==> src/hw/rtl/mlwf_pkg.sv <==
// Shared constants, types and control structs for the memory LCD line-write framer.
// No dependencies. The controller, the datapath and the top level use it.
`timescale 1ns / 1ps

package mlwf_pkg;

    // Panel geometry.
    localparam int ROW_BYTES   = 18;
    localparam int ROWS        = 168;
    localparam int STORE_DEPTH = ROWS * ROW_BYTES;
    localparam int ADDR_W      = $clog2(STORE_DEPTH);

    // Field widths.
    localparam int ROW_W  = 8;
    localparam int IDX_W  = 5;
    localparam int BYTE_W = 8;

    // Input word packing, lowest bits first.
    localparam int S_ROW_LSB  = 0;
    localparam int S_IDX_LSB  = S_ROW_LSB + ROW_W;
    localparam int S_PIX_LSB  = S_IDX_LSB + IDX_W;
    localparam int S_USED_W   = S_PIX_LSB + BYTE_W;
    localparam int S_TDATA_W  = ((S_USED_W + 7) / 8) * 8;
    localparam int M_TDATA_W  = BYTE_W;
    localparam int M_TUSER_W  = 2;

    // Stream constants.
    localparam logic [BYTE_W-1:0] CMD_WRITE  = 8'h01;
    localparam logic [BYTE_W-1:0] DUMMY_BYTE = 8'h00;

    // Function codes carried on s_tuser.
    localparam logic FUNC_WRITE = 1'b0;
    localparam logic FUNC_FLUSH = 1'b1;

    typedef enum logic [2:0] {
        ST_IDLE,
        ST_CMD,
        ST_ADDR,
        ST_DATA,
        ST_DUMMY,
        ST_FINAL,
        ST_ERR
    } state_t;

    typedef enum logic [2:0] {
        SEL_CMD,
        SEL_ROW,
        SEL_DATA,
        SEL_DUMMY,
        SEL_ERR
    } out_sel_t;

    // Commands from the controller to the datapath.
    typedef struct packed {
        logic     load_item;
        logic     mem_write;
        logic     out_load;
        out_sel_t out_sel;
        logic     out_last;
        logic     out_done;
        logic     cnt_adv;
    } cmd_t;

    // Status from the datapath to the controller.
    typedef struct packed {
        logic out_free;
        logic cnt_last;
        logic row_ok;
        logic idx_ok;
        logic final_row;
    } status_t;

endpackage

==> src/hw/rtl/mlwf_ctrl.sv <==
// Controller state machine of the line-write framer: accepts writes and sequences each row flush.
// Depends on mlwf_pkg; drives the datapath through mlwf_pkg::cmd_t.
`timescale 1ns / 1ps

module mlwf_ctrl (
    input  logic             aclk,
    input  logic             aresetn,
    input  logic             s_tvalid,
    input  logic             s_func,
    output logic             s_tready,
    input  mlwf_pkg::status_t status,
    output mlwf_pkg::cmd_t    cmd
);

    mlwf_pkg::state_t state_reg;
    mlwf_pkg::state_t state_next;
    logic             burst_open_reg;
    logic             burst_open_next;
    logic             accept;

    assign s_tready = (state_reg == mlwf_pkg::ST_IDLE);
    assign accept   = s_tvalid && s_tready;

    always_ff @(posedge aclk) begin
        if (!aresetn) begin
            state_reg      <= mlwf_pkg::ST_IDLE;
            burst_open_reg <= 1'b0;
        end else begin
            state_reg      <= state_next;
            burst_open_reg <= burst_open_next;
        end
    end

    // Next state and burst tracking.
    always_comb begin
        state_next      = state_reg;
        burst_open_next = burst_open_reg;
        case (state_reg)
            mlwf_pkg::ST_IDLE: begin
                if (accept && s_func == mlwf_pkg::FUNC_FLUSH) begin
                    if (!status.row_ok) begin
                        state_next      = mlwf_pkg::ST_ERR;
                        burst_open_next = 1'b0;
                    end else begin
                        state_next      = burst_open_reg ? mlwf_pkg::ST_ADDR
                                                         : mlwf_pkg::ST_CMD;
                        burst_open_next = 1'b1;
                    end
                end
            end
            mlwf_pkg::ST_CMD: begin
                if (status.out_free) state_next = mlwf_pkg::ST_ADDR;
            end
            mlwf_pkg::ST_ADDR: begin
                if (status.out_free) state_next = mlwf_pkg::ST_DATA;
            end
            mlwf_pkg::ST_DATA: begin
                if (status.out_free && status.cnt_last) state_next = mlwf_pkg::ST_DUMMY;
            end
            mlwf_pkg::ST_DUMMY: begin
                if (status.out_free) begin
                    state_next = status.final_row ? mlwf_pkg::ST_FINAL : mlwf_pkg::ST_IDLE;
                end
            end
            mlwf_pkg::ST_FINAL: begin
                if (status.out_free) begin
                    state_next      = mlwf_pkg::ST_IDLE;
                    burst_open_next = 1'b0;
                end
            end
            mlwf_pkg::ST_ERR: begin
                if (status.out_free) state_next = mlwf_pkg::ST_IDLE;
            end
            default: begin
                state_next = mlwf_pkg::ST_IDLE;
            end
        endcase
    end

    // Datapath commands.
    always_comb begin
        cmd           = '0;
        cmd.out_sel   = mlwf_pkg::SEL_DUMMY;
        cmd.load_item = accept;
        case (state_reg)
            mlwf_pkg::ST_IDLE: begin
                cmd.mem_write = accept && (s_func == mlwf_pkg::FUNC_WRITE)
                                && status.row_ok && status.idx_ok;
            end
            mlwf_pkg::ST_CMD: begin
                cmd.out_load = status.out_free;
                cmd.out_sel  = mlwf_pkg::SEL_CMD;
            end
            mlwf_pkg::ST_ADDR: begin
                cmd.out_load = status.out_free;
                cmd.out_sel  = mlwf_pkg::SEL_ROW;
            end
            mlwf_pkg::ST_DATA: begin
                cmd.out_load = status.out_free;
                cmd.out_sel  = mlwf_pkg::SEL_DATA;
                cmd.cnt_adv  = status.out_free;
            end
            mlwf_pkg::ST_DUMMY: begin
                cmd.out_load = status.out_free;
                cmd.out_sel  = mlwf_pkg::SEL_DUMMY;
                cmd.out_last = !status.final_row;
            end
            mlwf_pkg::ST_FINAL: begin
                cmd.out_load = status.out_free;
                cmd.out_sel  = mlwf_pkg::SEL_DUMMY;
                cmd.out_last = 1'b1;
                cmd.out_done = 1'b1;
            end
            mlwf_pkg::ST_ERR: begin
                cmd.out_load = status.out_free;
                cmd.out_sel  = mlwf_pkg::SEL_ERR;
                cmd.out_last = 1'b1;
            end
            default: begin
                cmd.out_load = 1'b0;
            end
        endcase
    end

endmodule

==> config.mk <==
export PLATFORM = sky130hd
export DESIGN_NAME = mlwf_ctrl
export DESIGN_NICKNAME = d
export VERILOG_FILES = /design/src/hw/rtl/mlwf_pkg.sv /design/src/hw/rtl/mlwf_ctrl.sv
export SDC_FILE = /design/constraint.sdc
export NUM_CORES = 1
export LEC_CHECK = 0
export BUFFER_PORTS_ARGS = -buffer_cell sky130_fd_sc_hd__buf_2
export CORE_AREA = 2 2 39 41
export CTS_CLUSTER_SIZE = 8
export DETAILED_ROUTE_END_ITERATION = 8
export DIE_AREA = 0 0 41 43
export GPL_TIMING_DRIVEN = 0
export PLACE_DENSITY = 0.58
export SLEW_MARGIN = 5
export SYNTH_ARGS = -nofsm -noshare
export SYNTH_HDL_FRONTEND = slang
export SYNTH_SLANG_ARGS = --single-unit
==> constraint.sdc <==
create_clock -name aclk -period 1.48 [get_ports aclk]
set_clock_uncertainty 0.1 [all_clocks]
set_input_delay 0.296 -clock aclk [delete_from_list [all_inputs] [get_ports aclk]]
set_output_delay 0.296 -clock aclk [all_outputs]
set_load 0.03 [all_outputs]
Word-level counts from Yosys, hierarchy flattened. Cells that the tools add are included.

Register bits after elaboration: 4. Input bits: 9. Output and inout port bits: 10. Logic and storage cells: 49.

Equality and inequality tests: 13. Mux-type cells: 20. Bitwise gates (word level): 1. Reduce and logical (&&, ||, !) cells: 13.

Operators by type and width (count): 3-bit 2-to-1 mux (8); 3-bit one-hot mux with 6 select lines (1); 3-bit one-hot mux with 4 select lines (1); 2-bit inequality test, second input constant (5); 3-bit == test, second input constant (3); 1-bit 2-to-1 mux (7); 3-bit by 2-bit == test with 1-bit output, second input constant (2); 1-bit logical AND (6); 6-bit AND reduction (1); 6-bit OR reduction (1); 2-bit by 1-bit inequality test with 1-bit output, second input constant (2); 1-bit one-hot mux with 2 select lines (2); 3-bit by 1-bit == test with 1-bit output, second input constant (1); 3-bit zero test (1); 3-bit AND reduction (1); 2-bit 2-to-1 mux (1); 2-bit nonzero test (1); 2-bit OR reduction (1); 1-bit zero test (1); 1-bit inverter (1).

Longest topological paths before layout. Gate-level depths: netlist (run 1).

Word-level depth: 6. Mapped depth: 5. Mapped depth without buffers: 4.

Worst setup path after synthesis (run 1). Ideal clock, no wire load.

Path kind: flip-flop to output port. From: reg state_reg[1]. To: out cmd[3] (netlist bit). Arrival: 1674 ps. Slack: -590 ps. Stages on the path, launching flop included: 4. Buffers on the path: 1. Cell sequence: dfxtp_1 > buf_4 > nor3b_1 > a21oi_1.

RTL lines: start: declaration (RTL line mlwf_ctrl.sv:15) `mlwf_pkg::state_t state_reg;`; start signal: assignment (RTL line mlwf_ctrl.sv:26) `state_reg <= mlwf_pkg::ST_IDLE;`; start signal: assignment (RTL line mlwf_ctrl.sv:29) `state_reg <= state_next;`; end: declaration (RTL line mlwf_ctrl.sv:12) `output mlwf_pkg::cmd_t cmd`.

==> flow_metrics.py, run 1 <==
metrics = {
    "run_status": {
        "status": "finished, violations left",
        "failed_checks": "negative setup slack",
    },
    "timing": {
        "fin_ws_ns": -0.273,
        "final-setup-viol-count": 10,
        "slew-limit-headroom": 0.806,
        "period_share": 1.18,
        "max_slew.worst_pin.slew_ns": 0.290,
        "fmaxAchievable_ghz": 0.571,
        "finalHoldViolations": 0,
        "hold_slack_ns": 0.307,
        "grt_setup_unrepaired": "true",
        "timing.final.crit_period_ns": 1.75,
        "maxSlewViolCount": 0,
    },
    "clock_tree": {
        "clock_tree.htree_level_count": 1,
        "cts.clk_slew.worst_paths_ns": 0.04,
        "clock_latency_ns": 0.24,
        "number_of_buffers_added_by_the_clock_tree_synthesis_step": 3,
        "maximum_clock_insertion_buffer_count": 2,
        "holdBufCountCts": 0,
        "clk_root_buffer_cell": "sky130_fd_sc_hd__clkbuf_4",
        "cts_tree": "yes",
        "clock_sinks": 4,
    },
    "finish": {
        "largest_register_ffs": 3,
        "layout.cell_area.non_filler_um2": 776,
        "design.final.nets": 92,
        "leading_cell_types_in_the_layout_fill_and_taps_excluded": "sky130_fd_sc_hd__buf_6, sky130_fd_sc_hd__buf_4, sky130_fd_sc_hd__buf_2, sky130_fd_sc_hd__nand2_1",
        "postLayoutCoreUtil": 0.561,
        "post_route_cells_drive_above_1_share": 0.654,
        "diodes": 0,
        "fillCellCount": 119,
        "fin_cells": 97,
        "synthToLayoutAreaGrowth_pct": 86.7,
    },
    "die": {
        "starting_density_of_the_core": 0.300,
        "fp.dieW_um": 41,
        "core-area_mm2": 0.00138,
        "die_area_mm2": 0.00176,
        "design.portCount": 19,
        "fp.dieH_um": 43,
        "site_rows": 14,
    },
    "route": {
        "num_vias": 494,
        "dr.first_iter.drc_count": 8,
        "post_drt_wl_per_cell_um": 13.4,
        "highest_layer": "met4",
        "vias_per_cell": 5.09,
        "met1_length_um": 518,
        "drt-pass1-iter-count": 4,
        "dr_wl_met3_um": 38,
        "met2WireLength_um": 720,
        "drtAntennaViolNets": 0,
        "drt_wl_total_mm": 1.30,
        "post-route-drc-count": 0,
    },
    "worst_setup_path": {
        "cpPeakStageDelay_ns": 0.34,
        "worst_path_most_repeated_cell": "sky130_fd_sc_hd__buf_6",
        "timing.critical_path.from": "state_reg[2]$_SDFFE_PN0P_",
        "timing.critical_path.from_type": "register",
        "regToRegStartpoint": "state_reg[0]$_SDFFE_PN0P_",
        "crit_end": "cmd[7]",
        "r2r.worst_path.cells": 5,
        "crit_slowest_cell": "sky130_fd_sc_hd__dfxtp_4",
        "crit_path_max_fanout": 3,
        "reg2reg_to": "state_reg[1]$_SDFFE_PN0P_",
        "worst_setup_path_type": "register to primary output",
        "worst_ep_arrival_time_ns": 1.36,
        "end_kind": "primary output",
        "worst_reg2reg_setup_slack_ns": 0.07,
        "path_cells": "buf_6 -> nor3_4 -> and2_4 -> and4b_2 -> buf_6",
        "crit_required_ns": 1.08,
    },
    "logic_synthesis": {
        "synth.yosys.seq_area_share": 0.193,
        "post_synthesis_cell_count": 53,
        "synth_top_area_cell": "sky130_fd_sc_hd__dfxtp_1",
        "syn_nets": 62,
        "yosys.area.top_type_share": 0.193,
        "synth_top_cells_by_area": "sky130_fd_sc_hd__dfxtp_1, sky130_fd_sc_hd__mux2i_1, sky130_fd_sc_hd__nor3b_1",
        "synth.avg_cell_area_um2": 7.84,
        "synth.distinct_cells": 28,
        "number_of_flip_flops_and_latches_in_the_synthesized_netlist": 4,
        "synth_area_um2": 415,
        "yosys_warnings": 0,
    },
    "global_route": {
        "grt_remaining_overflow": 0,
        "grt_first_pass_wirelength_mm": 1.95,
        "grt_start_max_net_pins": 10,
        "grt_pass1_vias": 457,
        "antenna_violations_before_repair": 0,
        "global_route.usage.total": 0.161,
    },
    "power": {
        "powerDensity_mw_per_mm2": 2240,
        "ir_drop_v": 0.000775,
        "leakage_nw": 0.350,
    },
    "placement": {
        "dp_slack_ns": -0.149,
        "numPlacedInstances": 86,
        "placed_cell_area_um2": 547,
        "gp_routability_congestion": 0.776,
        "dp_hpwl_um": 740,
        "port_buffers": 17,
    },
    "job": {
        "maxCapViolations": 0,
    },
    "hold_path": {
        "holdCritStartpoint": "aresetn",
        "timing.hold.worst.class": "input port to register",
    },
}
-- critical path, delay by kind of cell (launching register included) --
| family | cells | cell delay (ns) |
|---|---|---|
| buffers and inverters | 2 | 0.25 |
| DFF | 1 | 0.34 |
| and+or+nand+nor | 3 | 0.54 |
-- metal layers --
layer | vias to the layer above | GRT usage
li1 | 248 | -
met1 | 232 | 0.183
met2 | 12 | 0.272
met3 | 2 | 0.0366
met4 | 0 | 0.0600
met5 | - | 0
-- area by class of cell --
| cell class | count | area [um^2] | area share |
|---|---|---|---|
| Clock buffer | 3 | 22.5 | 0.0290 |
| Sequential cell | 4 | 88.8 | 0.115 |
| Tap cell | 16 | 20.0 | 0.0258 |
| Buffer | 4 | 41.3 | 0.0532 |
| Timing Repair Buffer | 26 | 220 | 0.284 |
| Inverter | 3 | 11.3 | 0.0145 |
| Multi-Input combinational cell | 41 | 372 | 0.479 |
-- per-stage QoR --
step	TNS [ns]	total power [W]
after floorplan	-0.565	0.000909
after global placement	-0.191	0.00109
after detailed placement	-0.191	0.00109
after CTS	-1.60	0.00155
after global routing	-1.87	0.00184
final	-1.39	0.00174
-- report_power, final --
| group | leakage (nW) | internal [W] | switching, W |
|---|---|---|---|
| logic | 0.301 | 0.000681 | 0.000728 |
| clock network | 0.0138 | 0.0000909 | 0.0000470 |
| registers | 0.0346 | 0.000162 | 0.0000305 |
-- Yosys cell counts --
library cell               number
sky130_fd_sc_hd__nand2_1        6
sky130_fd_sc_hd__dfxtp_1        4
sky130_fd_sc_hd__mux2i_1        4
sky130_fd_sc_hd__nor3b_1        4
sky130_fd_sc_hd__o21ai_0        4
sky130_fd_sc_hd__a21oi_1        3
sky130_fd_sc_hd__inv_1          3
sky130_fd_sc_hd__nor2_1         3
sky130_fd_sc_hd__buf_4          2
sky130_fd_sc_hd__nand3b_1       2
sky130_fd_sc_hd__a31o_2         1
sky130_fd_sc_hd__a31oi_2        1
sky130_fd_sc_hd__and2_1         1
sky130_fd_sc_hd__and3_1         1
sky130_fd_sc_hd__and4b_1        1
sky130_fd_sc_hd__and4bb_1       1
sky130_fd_sc_hd__buf_1          1
sky130_fd_sc_hd__buf_2          1
sky130_fd_sc_hd__buf_6          1
sky130_fd_sc_hd__nand2_4        1
sky130_fd_sc_hd__nand2b_1       1
sky130_fd_sc_hd__nand3_1        1
sky130_fd_sc_hd__nand4_1        1
sky130_fd_sc_hd__nand4b_1       1
sky130_fd_sc_hd__nor3_4         1
sky130_fd_sc_hd__nor4_1         1
sky130_fd_sc_hd__o31ai_2        1
sky130_fd_sc_hd__or3_1          1
-- worst min path at each step --
stage                     slack, ns                          end  cells past startpoint
final                          0.31    state_reg[0]$_SDFFE_PN0P_                      3
after global routing           0.36    state_reg[1]$_SDFFE_PN0P_                      3
after CTS                      0.31    state_reg[0]$_SDFFE_PN0P_                      3
after detailed placement       0.40  burst_open_reg$_SDFFE_PN0P_                      1
after global placement         0.39  burst_open_reg$_SDFFE_PN0P_                      1
after floorplan                0.37  burst_open_reg$_SDFFE_PN0P_                      1
-- cell families after synthesis --
| kind of cell | count (synthesis) | synth area share |
|---|---|---|
| multiplexers | 4 | 0.0964 |
| AND/OR/NAND/NOR | 27 | 0.434 |
| buffers and inverters | 8 | 0.111 |
| AO/OA/AOI/OAI | 10 | 0.166 |
| flip-flops | 4 | 0.193 |
-- repair_timing --
item	4_1_cts	5_1_grt
resized for setup	27	15
setup endpoints to repair	10	14
setup buffers	7	4
pin swaps	2	6
No activity file was read; power rests on OpenSTA's default activity.
==> run 2: changes to the inputs <==
CTS_BUF_LIST = sky130_fd_sc_hd__clkbuf_16   (was not set)
==> run 2 against run 1 <==
Compared with the run above:
- the run still ends with negative setup slack left
- routed wire length shrank 1.2%
- worst hold slack improved by 0.021 ns
- combinational power hardly changed
- critical endpoint unchanged
- highest routed layer unchanged
==> flow_metrics.py, run 2 (same netlist as run 1, synthesis figures left out) <==
metrics = {
    "power": {
        "p_seq_frac": 0.092,
        "p_sw_frac": 0.416,
        "power.net_switching_w": 0.000841,
        "p_clk_frac": 0.210,
        "powerDensity_mw_per_mm2": 2470,
        "power_report.internal_total_w": 0.00118,
        "leakage_nw": 0.366,
        "comb_power_share": 0.697,
        "ir_drop_v": 0.000765,
    },
    "global_route": {
        "grt_remaining_overflow": 0,
        "grt_first_pass_wirelength_mm": 2.01,
        "grt_start_max_net_pins": 10,
        "grt_pass1_vias": 470,
        "global_route.usage.total": 0.166,
        "antenna_violations_before_repair": 0,
    },
    "timing": {
        "finalHoldViolations": 0,
        "fin_ws_ns": -0.257,
        "grt_setup_unrepaired": "true",
        "slew-limit-headroom": 0.805,
        "timing.final.crit_period_ns": 1.74,
        "max_slew.worst_pin.slew_ns": 0.293,
        "maxSlewViolCount": 0,
        "period_share": 1.17,
        "fmaxAchievable_ghz": 0.576,
        "hold_slack_ns": 0.328,
        "final-setup-viol-count": 10,
    },
    "worst_setup_path": {
        "worst_ep_arrival_time_ns": 1.34,
        "crit_required_ns": 1.08,
        "end_kind": "primary output",
        "crit_path_max_fanout": 2,
        "worst_setup_path_type": "register to primary output",
        "worst_reg2reg_setup_slack_ns": 0.06,
        "timing.critical_path.from_type": "register",
    },
    "placement": {
        "port_buffers": 17,
        "gp_routability_congestion": 0.776,
        "dp_hpwl_um": 740,
        "numPlacedInstances": 86,
    },
    "route": {
        "post-route-drc-count": 0,
        "post_drt_wl_per_cell_um": 13.4,
        "num_vias": 499,
        "dr.first_iter.drc_count": 1,
        "drtAntennaViolNets": 0,
        "vias_per_cell": 5.20,
        "drt_wl_total_mm": 1.28,
        "drt-pass1-iter-count": 4,
    },
    "finish": {
        "largest_register_ffs": 3,
        "synthToLayoutAreaGrowth_pct": 97.3,
        "final_common_cell": "sky130_fd_sc_hd__buf_6",
        "fillCellCount": 112,
        "post_route_cells_drive_above_1_share": 0.663,
        "leading_cell_types_in_the_layout_fill_and_taps_excluded": "sky130_fd_sc_hd__buf_6, sky130_fd_sc_hd__buf_4, sky130_fd_sc_hd__buf_2, sky130_fd_sc_hd__nand2_1, sky130_fd_sc_hd__mux2i_1",
        "diodes": 0,
        "fin_cells": 96,
        "design.final.nets": 91,
    },
    "clock_tree": {
        "clk_root_buffer_cell": "sky130_fd_sc_hd__clkbuf_16",
        "number_of_buffers_added_by_the_clock_tree_synthesis_step": 3,
        "maximum_clock_insertion_buffer_count": 2,
        "clock_sinks": 4,
        "cts_tree": "yes",
        "holdBufCountCts": 0,
        "clock_latency_ns": 0.23,
        "cts.clk_slew.worst_paths_ns": 0.03,
        "clock_tree.htree_level_count": 1,
    },
    "die": {
        "starting_density_of_the_core": 0.300,
        "die_area_mm2": 0.00176,
        "core-area_mm2": 0.00138,
        "site_rows": 14,
        "design.portCount": 19,
        "fp.dieW_um": 41,
        "fp.dieH_um": 43,
    },
    "job": {
        "maxCapViolations": 0,
    },
    "run_status": {
        "failed_checks": "negative setup slack",
        "status": "finished, violations left",
    },
    "hold_path": {
        "timing.hold.worst.class": "input port to register",
    },
}
-- run 2: cell count changes in the layout (fill, tap and decap cells not counted), sizes merged --
| cell | delta |
|---|---|
| buf | -1 |
-- run 2: area by class of cell --
type | count | area [um^2] | area share
multi-input cells | 41 | 372 | 0.453
repair buffers | 25 | 211 | 0.258
flip-flops and latches | 4 | 86.3 | 0.105
clock buffers | 3 | 75.1 | 0.0916
plain buffers | 4 | 41.3 | 0.0504
well taps | 16 | 20.0 | 0.0244
inverters | 3 | 13.8 | 0.0168
-- run 2: power groups by stage --
stage / clock network (W) / logic [W] / registers (W)
4_1_cts: 0.000423 / 0.00125 / 0.000185
5_1_grt: 0.000428 / 0.00150 / 0.000192
6_report: 0.000425 / 0.00141 / 0.000187
3_3_place_gp: 0 / 0.000901 / 0.000192
2_1_floorplan: 0 / 0.000728 / 0.000181
3_5_place_dp: 0 / 0.000896 / 0.000192
-- run 2: worst paths after layout --
path	endpoint	depth (start not counted)	start
setup / recovery	cmd[7]	5	state_reg[1]$_SDFFE_PN0P_
hold / removal	state_reg[0]$_SDFFE_PN0P_	3	aresetn
setup reg to reg	state_reg[2]$_SDFFE_PN0P_	5	state_reg[0]$_SDFFE_PN0P_
hold reg to reg	burst_open_reg$_SDFFE_PN0P_	1	burst_open_reg$_SDFFE_PN0P_
-- run 2: worst max-delay path, cell delays in order, from the launching register on --
cell	delay, ns
sky130_fd_sc_hd__dfxtp_2	0.31
sky130_fd_sc_hd__buf_6	0.12
sky130_fd_sc_hd__nor3_4	0.18
sky130_fd_sc_hd__and2_4	0.16
sky130_fd_sc_hd__and4b_2	0.21
sky130_fd_sc_hd__buf_6	0.13
-- run 2: stage by stage --
stage	utilization	setup slack [ns]	total power, W	setup TNS [ns]	area (um^2)
5_1_grt	0.592	-0.291	0.00212	-1.62	820
2_1_floorplan	-	-0.272	0.000909	-0.565	442
3_5_place_dp	0.395	-0.149	0.00109	-0.191	547
3_3_place_gp	0.395	-0.150	0.00109	-0.191	547
6_report	0.592	-0.257	0.00202	-1.18	820
4_1_cts	0.543	-0.261	0.00185	-1.37	752
-- run 2: routing by layer --
layer,vias up,share of wire,global-route usage
met4,0,0.015,0.0600
met3,2,0.027,0.0366
met5,-,0,0
met2,9,0.56,0.288
li1,246,-,-
met1,242,0.40,0.186
-- run 2: timing repair --
item,4_1_cts,5_1_grt
gates resized for setup,28,16
hold endpoints to repair,0,0
buffers inserted,8,2
setup endpoints to repair,10,14
cloned,0,0
pin swaps,2,6
==> run 3: changes to the inputs <==
CELL_PAD_IN_SITES_DETAIL_PLACEMENT = 1   (was not set)
CELL_PAD_IN_SITES_GLOBAL_PLACEMENT = 1   (was not set)
CORE_AREA = not set   (was 2 2 39 41)
CORE_MARGIN = 3   (was not set)
CORE_UTILIZATION = 30   (was not set)
DIE_AREA = not set   (was 0 0 41 43)
PLACE_DENSITY = 0.75   (was 0.58)
==> run 3 against run 2 <==
Compared with the run above:
- the flow still finishes with violations (negative setup slack)
- maximum frequency fell by 3.4%
- worst hold slack better by 0.074 ns
- global-route usage rose by 3.6 points
- highest routed layer unchanged
- die area up 5.9%
- via count increased by 15%
- largest cell class unchanged
- combinational power increased by 21%
- flip-flop and latch count did not move
- setup slack got worse by 0.061 ns
- design area up 9.2%
- count of clock-buffer cells in the layout unchanged
- first-iteration DRC count increased to 17 times the previous value
- clock power up 1%
==> flow_metrics.py, run 3 (same netlist as run 1, synthesis figures left out) <==
metrics = {
    "run_status": {
        "status": "finished, violations left",
        "failed_checks": "negative setup slack",
    },
    "timing": {
        "timing.final.crit_period_ns": 1.80,
        "max_slew.worst_pin.slew_ns": 0.364,
        "fmaxAchievable_ghz": 0.556,
        "maxSlewViolCount": 0,
        "grt_setup_unrepaired": "true",
        "fin_ws_ns": -0.318,
        "slew-limit-headroom": 0.758,
        "finalHoldViolations": 0,
        "period_share": 1.21,
        "final-setup-viol-count": 11,
        "hold_slack_ns": 0.402,
    },
    "finish": {
        "final_common_cell": "sky130_fd_sc_hd__buf_6",
        "synthToLayoutAreaGrowth_pct": 115,
        "layout.cell_area.non_filler_um2": 895,
        "leading_cell_types_in_the_layout_fill_and_taps_excluded": "sky130_fd_sc_hd__buf_6, sky130_fd_sc_hd__buf_4, sky130_fd_sc_hd__buf_2, sky130_fd_sc_hd__nand2_1, sky130_fd_sc_hd__mux2i_1",
        "post_route_cells_drive_above_1_share": 0.701,
        "largest_register_ffs": 3,
        "diodes": 0,
        "design.final.nets": 98,
    },
    "worst_setup_path": {
        "worst_reg2reg_setup_slack_ns": -0.04,
        "end_kind": "primary output",
        "crit_required_ns": 1.08,
        "timing.critical_path.from": "state_reg[2]$_SDFFE_PN0P_",
        "worst_setup_path_type": "register to primary output",
        "worst_ep_arrival_time_ns": 1.40,
        "crit_end": "cmd[7]",
        "crit_path_max_fanout": 2,
        "regToRegStartpoint": "state_reg[0]$_SDFFE_PN0P_",
        "r2r.worst_path.cells": 8,
        "reg2reg_to": "state_reg[1]$_SDFFE_PN0P_",
        "timing.critical_path.from_type": "register",
    },
    "power": {
        "ir_drop_v": 0.00150,
        "leakage_nw": 0.406,
        "powerDensity_mw_per_mm2": 2620,
    },
    "die": {
        "starting_density_of_the_core": 0.346,
        "site_rows": 12,
        "core-area_mm2": 0.00120,
        "die_area_mm2": 0.00187,
        "fp.dieH_um": 43.2,
        "fp.dieW_um": 43.2,
        "design.portCount": 19,
    },
    "job": {
        "maxCapViolations": 0,
    },
    "clock_tree": {
        "clk_root_buffer_cell": "sky130_fd_sc_hd__clkbuf_16",
        "number_of_buffers_added_by_the_clock_tree_synthesis_step": 3,
        "cts.clk_slew.worst_paths_ns": 0.03,
        "cts_tree": "yes",
        "clock_tree.htree_level_count": 1,
        "clock_latency_ns": 0.23,
        "clock_sinks": 4,
        "maximum_clock_insertion_buffer_count": 2,
        "holdBufCountCts": 0,
    },
    "route": {
        "post-route-drc-count": 0,
        "drtAntennaViolNets": 0,
        "dr.first_iter.drc_count": 17,
        "num_vias": 574,
        "dr_wl_met3_um": 82,
        "highest_layer": "met4",
        "drt-pass1-iter-count": 4,
        "met2WireLength_mm": 1.13,
        "drt_wl_total_mm": 2.22,
        "vias_per_cell": 5.68,
        "met1_length_um": 956,
        "post_drt_wl_per_cell_um": 22.0,
    },
    "global_route": {
        "grt_pass1_vias": 594,
        "grt_first_pass_wirelength_mm": 2.87,
        "global_route.usage.total": 0.202,
        "grt_start_max_net_pins": 10,
        "grt_remaining_overflow": 0,
        "antenna_violations_before_repair": 0,
    },
    "hold_path": {
        "timing.hold.worst.class": "input port to register",
        "worst_hold_path.num_cells": 3,
        "holdCritStartpoint": "aresetn",
    },
    "placement": {
        "placed_cell_area_um2": 544,
        "port_buffers": 17,
        "gp_routability_congestion": 0.740,
        "dp_hpwl_um": 944,
    },
}
-- run 3: cell count changes in the layout (fill, tap and decap cells not counted), sizes merged --
cell | previous run | this run
buf | 29 | 36
-- run 3: metrics by stage --
step                      worst slack (ns)  setup TNS (ns)  std cells  total power (W)   util
after floorplan                     -0.272          -0.565         53         0.000909      -
after global placement              -0.149          -0.189         84          0.00109  0.453
after detailed placement            -0.181          -0.245         84          0.00111  0.453
after CTS                           -0.269           -1.67         99          0.00207  0.684
after global routing                -0.362           -2.49        101          0.00245  0.745
final                               -0.318           -1.91        101          0.00234  0.745
-- run 3: worst max-delay path: stages (launching register included) --
cell	delay, ns
sky130_fd_sc_hd__dfxtp_2	0.32
sky130_fd_sc_hd__buf_6	0.13
sky130_fd_sc_hd__nor3_4	0.20
sky130_fd_sc_hd__and2_4	0.17
sky130_fd_sc_hd__and4b_2	0.22
sky130_fd_sc_hd__buf_6	0.13
-- run 3: final cells by class --
type,count,area (um^2)
sequential,4,88.8
buffer,4,41.3
inverter,3,13.8
multi-input combinational,41,378
fill,117,307
tap,14,17.5
clock buffer,3,75.1
timing repair buffer,32,280
-- run 3: layer usage --
layer | track usage | vias up
met5 | 0 | -
met4 | 0.0542 | 0
met3 | 0.0169 | 4
met2 | 0.378 | 21
met1 | 0.240 | 287
li1 | - | 262
-- run 3: where the power goes --
| group | total (W) | internal (W) | switching [W] |
|---|---|---|---|
| clock network | 0.000430 | 0.000346 | 0.0000840 |
| registers | 0.000203 | 0.000163 | 0.0000399 |
| logic | 0.00171 | 0.000828 | 0.000881 |
-- run 3: worst min-delay path by stage --
stage	endpoint	slack (ns)
final	state_reg[0]$_SDFFE_PN0P_	0.40
after CTS	state_reg[0]$_SDFFE_PN0P_	0.36
after global placement	burst_open_reg$_SDFFE_PN0P_	0.40
after floorplan	burst_open_reg$_SDFFE_PN0P_	0.37
after detailed placement	burst_open_reg$_SDFFE_PN0P_	0.39
after global routing	burst_open_reg$_SDFFE_PN0P_	0.44
-- run 3: repair_timing --
| action | CTS | global route |
|---|---|---|
| cloned | 0 | 0 |
| gates resized for setup | 34 | 15 |
| pin swaps | 6 | 6 |
| setup endpoints to repair | 10 | 13 |
| buffers inserted | 13 | 5 |
